## src/rtl/scd_pkg.sv

```systemverilog
// Package for the serial command decoder: character codes, defaults, types and helpers.
`timescale 1ns / 1ps
package scd_pkg;

  localparam int DIGITS_DEF = 4;

  localparam logic [7:0] CH_ZERO  = 8'h30;
  localparam logic [7:0] CH_ONE   = 8'h31;
  localparam logic [7:0] CH_EIGHT = 8'h38;
  localparam logic [7:0] CH_NL    = 8'h0A;
  localparam logic [7:0] CH_SEVEN = 8'h37;
  localparam logic [7:0] CH_FOUR  = 8'h34;
  localparam logic [7:0] CH_F     = 8'h46;

  localparam logic [3:0] MODE_IDLE  = 4'd0;
  localparam logic [3:0] MODE_ENTRY = 4'd4;
  localparam logic [3:0] MODE_SEVEN = 4'd7;

  localparam logic signed [15:0] NUM_RESET = 16'sd500;

  // Controls for the character buffer, issued once per processed transaction.
  typedef struct packed {
    logic push;
    logic clear;
  } buf_ctrl_t;

  // Power of ten for digit position k, wrapped to 16 bits (correct for k up to 8).
  function automatic logic [15:0] pow10_mod(input int k);
    logic [15:0] p;
    p = 16'd1;
    for (int i = 0; i < 8; i++) begin
      if (i < k) begin
        p = 16'(p * 16'd10);
      end
    end
    return p;
  endfunction

endpackage

```

## src/rtl/scd_rx_if.sv

```systemverilog
// Channel carrying one received serial byte per transaction.
`timescale 1ns / 1ps
interface scd_rx_if;
  logic       valid;
  logic       ready;
  logic [7:0] rx_byte;

  modport source (output valid, output rx_byte, input ready);
  modport sink (input valid, input rx_byte, output ready);
endinterface

```

## src/rtl/scd_result_if.sv

```systemverilog
// Channel carrying one decoder result per transaction.
`timescale 1ns / 1ps
interface scd_result_if;
  logic               valid;
  logic               ready;
  logic [3:0]         mode_out;
  logic               reply_valid;
  logic [7:0]         reply_char;
  logic signed [15:0] number_out;
  logic               number_updated;

  modport source (output valid, output mode_out, output reply_valid, output reply_char,
                  output number_out, output number_updated, input ready);
  modport sink (input valid, input mode_out, input reply_valid, input reply_char,
                input number_out, input number_updated, output ready);
endinterface

```

## src/rtl/serial_command_decoder_numeric.sv

```systemverilog
// Top level of the serial command decoder with numeric entry.
//
//   channel  dir  payload
//   rx       in   rx_byte
//   result   out  mode_out, reply_valid, reply_char, number_out, number_updated
//
// Every byte gives one result; it passes through the input register, then the result register.
// A new byte can be taken in every cycle while the result side keeps up; a waiting result
// still lets one more byte into the input register before the input side stalls.
// A stall on the result side holds both registers; rx.ready then drops.
// Synchronous reset clears mode, entry state and character count and loads value 500.
`timescale 1ns / 1ps
module serial_command_decoder_numeric
  import scd_pkg::*;
#(
  parameter int DIGITS = DIGITS_DEF
) (
  input  logic                clk,
  input  logic                rst,
  scd_rx_if.sink              rx,
  scd_result_if.source        result
);

  logic               in_valid;
  logic [7:0]         in_byte;
  logic               adv;

  logic [3:0]         mode;
  logic [3:0]         mode_next;
  logic               collecting;
  logic               collecting_next;
  logic signed [15:0] number_value;
  logic signed [15:0] number_next;

  logic               reply;
  logic               updated;
  logic [7:0]         reply_ch;
  buf_ctrl_t          buf_ctrl;
  logic signed [15:0] buf_value;
  logic               buf_nonempty;

  logic               res_valid;
  logic [3:0]         res_mode;
  logic               res_reply;
  logic [7:0]         res_char;
  logic signed [15:0] res_number;
  logic               res_updated;

  assign adv      = in_valid && (!res_valid || result.ready);
  assign rx.ready = !in_valid || adv;

  always_ff @(posedge clk) begin
    if (rst) begin
      in_valid <= 1'b0;
    end else if (rx.valid && rx.ready) begin
      in_valid <= 1'b1;
    end else if (adv) begin
      in_valid <= 1'b0;
    end
  end

  always_ff @(posedge clk) begin
    if (rx.valid && rx.ready) begin
      in_byte <= rx.rx_byte;
    end
  end

  scd_char_buf #(
    .DIGITS(DIGITS)
  ) u_buf (
    .clk      (clk),
    .rst      (rst),
    .ctrl     (buf_ctrl),
    .ch       (in_byte),
    .value    (buf_value),
    .nonempty (buf_nonempty)
  );

  always_comb begin
    mode_next       = mode;
    collecting_next = collecting;
    reply           = 1'b0;
    updated         = 1'b0;
    buf_ctrl.push   = 1'b0;
    buf_ctrl.clear  = 1'b0;
    if (collecting) begin
      if (in_byte == CH_NL) begin
        updated         = buf_nonempty;
        buf_ctrl.clear  = adv;
        collecting_next = 1'b0;
        mode_next       = MODE_ENTRY;
        reply           = 1'b1;
      end else begin
        buf_ctrl.push = adv;
      end
    end else if (in_byte == CH_FOUR) begin
      collecting_next = 1'b1;
      reply           = 1'b1;
    end else if ((in_byte >= CH_ONE) && (in_byte <= CH_EIGHT)) begin
      // The command digits map to their low nibble.
      mode_next = in_byte[3:0];
      reply     = 1'b1;
    end

    reply_ch = 8'h00;
    if (reply) begin
      if (mode_next == MODE_SEVEN) begin
        reply_ch = CH_SEVEN;
      end else if (collecting_next) begin
        reply_ch = CH_FOUR;
      end else begin
        reply_ch = CH_F;
      end
    end

    number_next = updated ? buf_value : number_value;
  end

  always_ff @(posedge clk) begin
    if (rst) begin
      mode         <= MODE_IDLE;
      collecting   <= 1'b0;
      number_value <= NUM_RESET;
    end else if (adv) begin
      mode         <= mode_next;
      collecting   <= collecting_next;
      number_value <= number_next;
    end
  end

  always_ff @(posedge clk) begin
    if (rst) begin
      res_valid <= 1'b0;
    end else if (adv) begin
      res_valid <= 1'b1;
    end else if (result.ready) begin
      res_valid <= 1'b0;
    end
  end

  always_ff @(posedge clk) begin
    if (adv) begin
      res_mode    <= mode_next;
      res_reply   <= reply;
      res_char    <= reply_ch;
      res_number  <= number_next;
      res_updated <= updated;
    end
  end

  assign result.valid          = res_valid;
  assign result.mode_out       = res_mode;
  assign result.reply_valid    = res_reply;
  assign result.reply_char     = res_char;
  assign result.number_out     = res_number;
  assign result.number_updated = res_updated;

endmodule

```

## src/rtl/scd_char_buf.sv

```systemverilog
// Buffer of the last entered characters and their weighted decimal value.
`timescale 1ns / 1ps
module scd_char_buf
  import scd_pkg::*;
#(
  parameter int DIGITS = DIGITS_DEF
) (
  input  logic               clk,
  input  logic               rst,
  input  buf_ctrl_t          ctrl,
  input  logic [7:0]         ch,
  output logic signed [15:0] value,
  output logic               nonempty
);

  localparam int CNT_W = $clog2(DIGITS + 1);

  // Entry 0 holds the newest character, so entry k carries weight 10^k.
  logic [7:0]       store [DIGITS];
  logic [CNT_W-1:0] count;

  always_ff @(posedge clk) begin
    if (ctrl.push) begin
      store[0] <= ch;
      for (int k = 1; k < DIGITS; k++) begin
        store[k] <= store[k-1];
      end
    end
  end

  always_ff @(posedge clk) begin
    if (rst) begin
      count <= '0;
    end else if (ctrl.clear) begin
      count <= '0;
    end else if (ctrl.push && (count != CNT_W'(DIGITS))) begin
      count <= count + 1'b1;
    end
  end

  always_comb begin
    logic [8:0]  diff;
    logic [15:0] acc;
    acc = '0;
    for (int k = 0; k < DIGITS; k++) begin
      diff = {1'b0, store[k]} - {1'b0, CH_ZERO};
      if (CNT_W'(k) < count) begin
        acc = acc + 16'({{7{diff[8]}}, diff} * pow10_mod(k));
      end
    end
    value = signed'(acc);
  end

  assign nonempty = (count != '0);

endmodule

```

## src/flat_wrapper.sv

```systemverilog
// flat-port wrapper written by rule: the top's interface ports become plain ports
module serial_command_decoder_numeric_flat import scd_pkg::*;
#(
  parameter int DIGITS = DIGITS_DEF
)
  (clk, rst, rx_valid, rx_rx_byte, rx_ready, result_valid, result_mode_out, result_reply_valid, result_reply_char, result_number_out, result_number_updated, result_ready);
  scd_rx_if rx_i ();
  scd_result_if result_i ();
  input  logic clk;
  input  logic rst;
  input wire logic [$bits(rx_i.valid)-1:0] rx_valid;
  input wire logic [$bits(rx_i.rx_byte)-1:0] rx_rx_byte;
  output wire logic [$bits(rx_i.ready)-1:0] rx_ready;
  output wire logic [$bits(result_i.valid)-1:0] result_valid;
  output wire logic [$bits(result_i.mode_out)-1:0] result_mode_out;
  output wire logic [$bits(result_i.reply_valid)-1:0] result_reply_valid;
  output wire logic [$bits(result_i.reply_char)-1:0] result_reply_char;
  output wire logic [$bits(result_i.number_out)-1:0] result_number_out;
  output wire logic [$bits(result_i.number_updated)-1:0] result_number_updated;
  input wire logic [$bits(result_i.ready)-1:0] result_ready;
  assign rx_i.valid = rx_valid;
  assign rx_i.rx_byte = rx_rx_byte;
  assign rx_ready = rx_i.ready;
  assign result_valid = result_i.valid;
  assign result_mode_out = result_i.mode_out;
  assign result_reply_valid = result_i.reply_valid;
  assign result_reply_char = result_i.reply_char;
  assign result_number_out = result_i.number_out;
  assign result_number_updated = result_i.number_updated;
  assign result_i.ready = result_ready;
  serial_command_decoder_numeric #(.DIGITS(DIGITS)) u_core (.clk(clk), .rst(rst), .rx(rx_i), .result(result_i));
endmodule
```

## config.mk

```make
export PLATFORM = sky130hd
export DESIGN_NAME = serial_command_decoder_numeric_flat
export DESIGN_NICKNAME = d
export VERILOG_FILES = /design/src/rtl/scd_pkg.sv /design/src/rtl/scd_rx_if.sv /design/src/rtl/scd_result_if.sv /design/src/rtl/serial_command_decoder_numeric.sv /design/src/rtl/scd_char_buf.sv /design/src/flat_wrapper.sv
export SDC_FILE = /design/constraint.sdc
export NUM_CORES = 1
export LEC_CHECK = 0
export BUFFER_PORTS_ARGS = -buffer_cell sky130_fd_sc_hd__buf_2
export CAP_MARGIN = 10
export CELL_PAD_IN_SITES_DETAIL_PLACEMENT = 0
export CELL_PAD_IN_SITES_GLOBAL_PLACEMENT = 2
export CORE_MARGIN = 4
export CORE_UTILIZATION = 45
export CTS_CLUSTER_SIZE = 12
export DETAILED_ROUTE_END_ITERATION = 10
export GPL_TIMING_DRIVEN = 0
export PLACE_DENSITY = 0.95
export SLEW_MARGIN = 20
export SYNTH_ARGS = -nofsm -noshare
export SYNTH_HDL_FRONTEND = slang
export SYNTH_HIERARCHICAL = 1
export SYNTH_SLANG_ARGS = --single-unit
```

## constraint.sdc

```tcl
create_clock -name clk -period 26.7 [get_ports clk]
set_input_delay 4.005 -clock clk [delete_from_list [all_inputs] [get_ports clk]]
set_output_delay 4.005 -clock clk [all_outputs]
set_load 0.01 [all_outputs]
```

==> results_dict.tcl <==
set metrics [dict create \
    die_width_um 145 \
    end_kind "register" \
    holdPathEnd "u_core/number_value[15]" \
    dp.cells 1085 \
    synthesis.area_um2 8460 \
    core_area_um2 18200 \
    post_cts_buffers 0 \
    cts_buffer_depth 2 \
    first_global_vias 5858 \
    ctsResizeCount 0 \
    ant_nets 0 \
    hold_viol 0 \
    layout-drive-gt1-share_pct 13.5 \
    vias_per_cell 5.20 \
    synth_area_leader_cell "edfxtp_1" \
    p_leak_nw 4.31 \
    period_minus_slack_ps 10790 \
    start_util_pct 46.5 \
    postCtsHoldBufs 0 \
    die-area_um2 21100 \
    synth_edf_count 67 \
    syn_area_per_cell_um2 10.4 \
    cts_htree_levels 3 \
    grt_overflow 0 \
    async_flop_share_pct 0 \
    maxCapViolCount 0 \
    hp-class "register to register" \
    synthToLayoutAreaGrowth_pct 9.82 \
    cp_slowest_cell "fa_1" \
    whs_ps 452 \
    core.rowCount 49 \
    outcome "finished clean" \
    root_buffer "clkbuf_16" \
    insertion_delay_ps 350 \
    via_count 5720 \
    n_antenna_cell 0 \
    r2r_slack_ps 15910 \
    cts_tree "yes" \
    ys_warn_count 6 \
    holdPathStages 2 \
    synth_top_area_share_pct 23.8 \
    startpoint_type "register" \
    synth_seq_cells 93 \
    dpl.hpwl_um 14000 \
    reg2reg_to "u_core/result.number_out[15]" \
    synth-xor-area-share_pct 4.57 \
    slew-limit-headroom_pct 33.5 \
    max_stage_delay_ps 550 \
    ys.flop_type "edfxtp_1" \
    synth_top_family_by_area "adder cells" \
    p_total_mw 0.296 \
    final_cells 1101 \
    numCtsBuffers 9 \
    synthCells 813 \
    ys_seq_area_share_pct 29.9 \
    tightest_slew_ps 989 \
    yosysMostFrequentCell "ha_1" \
    holdCritStartpoint "u_core/number_value[15]" \
    finish.utilization_pct 51.0 \
    tns_ps 0 \
    pin_count 44 \
    grt_pass1_wl_um 29000 \
    setup_viol 0 \
    grt_max_degree 36 \
    worstPathArrival_ps 10890 \
    post_drt_wl_per_cell_um 15.6 \
    clk_pin_slew_ps 80 \
    cts_sinks 93 \
    power_density_nw_per_um2 31.9 \
    crit_top_cell "ha_1" \
    critPathKind "register to register" \
    rsz0062_at_grt "no" \
    track_usage_pct 16.7 \
    synthMuxAreaShare_pct 3.55 \
    routed_wirelength_um 17100 \
    crit_fanout 5 \
    period_share_pct 40.4 \
    die_y_um 145 \
    synthAdderAreaFrac_pct 33.6 \
    synth_common_cells "138 x ha_1, 117 x inv_1, 67 x edfxtp_1, 65 x nand2_1, 56 x fa_1" \
    drc 0 \
    synth-compound-area-share_pct 11.7 \
    fmax_mhz 92.7 \
    drt_first_pass_iters 5 \
    ir_drop_uv 34.6 \
    synth-simple-area-share_pct 9.96 \
    gp_congestion 0.824 \
    drt_iter0_drc 300 \
    skew_ps 13.5 \
    synth_area_leaders "edfxtp_1 24%, ha_1 20%, fa_1 13%" \
    crit_required_ps 26800 \
    reg2reg_depth 40 \
    final_max_slew_viol_count 0 \
    final_nets 1073 \
    r2r-start "u_core/u_buf/store[0][4]" \
    synth.distinct_cells 70 \
    antenna_found_initial 0 \
    io_buffers 41 \
]
==> sequential cells by signal (all words and copies together) (netlist names) <==
name and cells:
u_core/u_buf/store 32, u_core/in_byte 8, u_core/u_buf/count 3, u_core/result.mode_out 4, u_core/collecting 1, u_core/result.number_updated 1
u_core/result.number_out 16, u_core/mode 4, u_core/in_valid 1, u_core/result.reply_char 5, u_core/result.valid 1, u_core/number_value 16
u_core/result.reply_valid 1
==> placed cells by master, fill, tap and decap left out, drive strengths merged, types with 4 or more instances in the layout <==
master,synthesis,routed
xnor2,24,24
a31oi,4,4
a21oi,47,47
fa,56,56
nor2b,10,10
a21o,18,18
a41oi,4,4
inv,117,122
edfxtp,67,67
nand2,65,65
a211oi,9,9
and3,6,6
nor3,16,16
o21a,8,8
dfxtp,26,26
o21ai,25,25
xor2,18,18
a211o,4,4
clkbuf,8,17
mux2,24,24
buf,12,54
ha,138,138
nand2b,4,4
o21bai,5,5
nand3b,7,7
nand3,10,10
nor2,35,35
==> worst max-delay path: cells and delay by family (launching register included) <==
family | cells | cell delay [ps]
adder cells (fa/ha/maj) | 13 | 5010
AO/OA/AOI/OAI | 9 | 1740
XOR/XNOR | 4 | 670
AND/OR/NAND/NOR | 6 | 1540
buffers and inverters | 6 | 420
multiplexers | 2 | 660
flip-flops | 1 | 500
==> logic make-up (layout without fill, tap and decap cells) <==
family | Yosys count | count (layout)
XOR/XNOR | 42 | 42
adder cells (fa/ha/maj) | 194 | 194
multiplexers | 27 | 27
buffers and inverters | 138 | 196
AND/OR/NAND/NOR | 172 | 172
other | 1 | 2
AO/OA/AOI/OAI | 146 | 146
flip-flops | 93 | 93
==> power breakdown <==
group,internal [mW],leakage (nW),switching (mW)
Sequential,0.156,0.812,0.00117
Combinational,0.00373,3.36,0.00606
Clock,0.0660,0.139,0.0631
==> through the flow <==
step / setup slack, ps / cell area (um^2)
global route: 15130 / 9290
floorplan: 17420 / 8470
detailed placement: 15860 / 9000
CTS: 15810 / 9290
global placement: 15810 / 8960
finish: 15910 / 9290
==> area by class of cell <==
| type | count | area [um^2] |
|---|---|---|
| buffer | 20 | 116 |
| clock buffer | 9 | 225 |
| clock inverter | 7 | 71.3 |
| fill | 1689 | 8910 |
| inverter | 118 | 443 |
| multi-input combinational | 583 | 5390 |
| sequential | 93 | 2530 |
| tap | 229 | 287 |
| timing repair buffer | 42 | 233 |
==> metal layers <==
layer	vias to the layer above	global-route usage [%]	wire length [um]	share of wire (%)
met4	0	4.75	354	2.1
met1	2704	21.7	7960	47
li1	2919	-	-	-
met5	-	0	0	0
met3	19	2.31	481	2.8
met2	78	29.4	8320	49
==> worst max path at each step <==
stage                                        start  slack (ps)  cells past startpoint                           end
final                     u_core/u_buf/store[0][4]       15910                     40  u_core/result.number_out[15]
after detailed placement  u_core/u_buf/store[0][4]       15860                     40  u_core/result.number_out[15]
after global routing      u_core/u_buf/store[0][4]       15130                     40  u_core/result.number_out[15]
after floorplan           u_core/u_buf/store[1][4]       17420                     41  u_core/result.number_out[15]
after global placement    u_core/u_buf/store[0][4]       15810                     40  u_core/result.number_out[15]
after CTS                 u_core/u_buf/store[0][4]       15810                     40  u_core/result.number_out[15]
(Power assumes the default switching activity.)
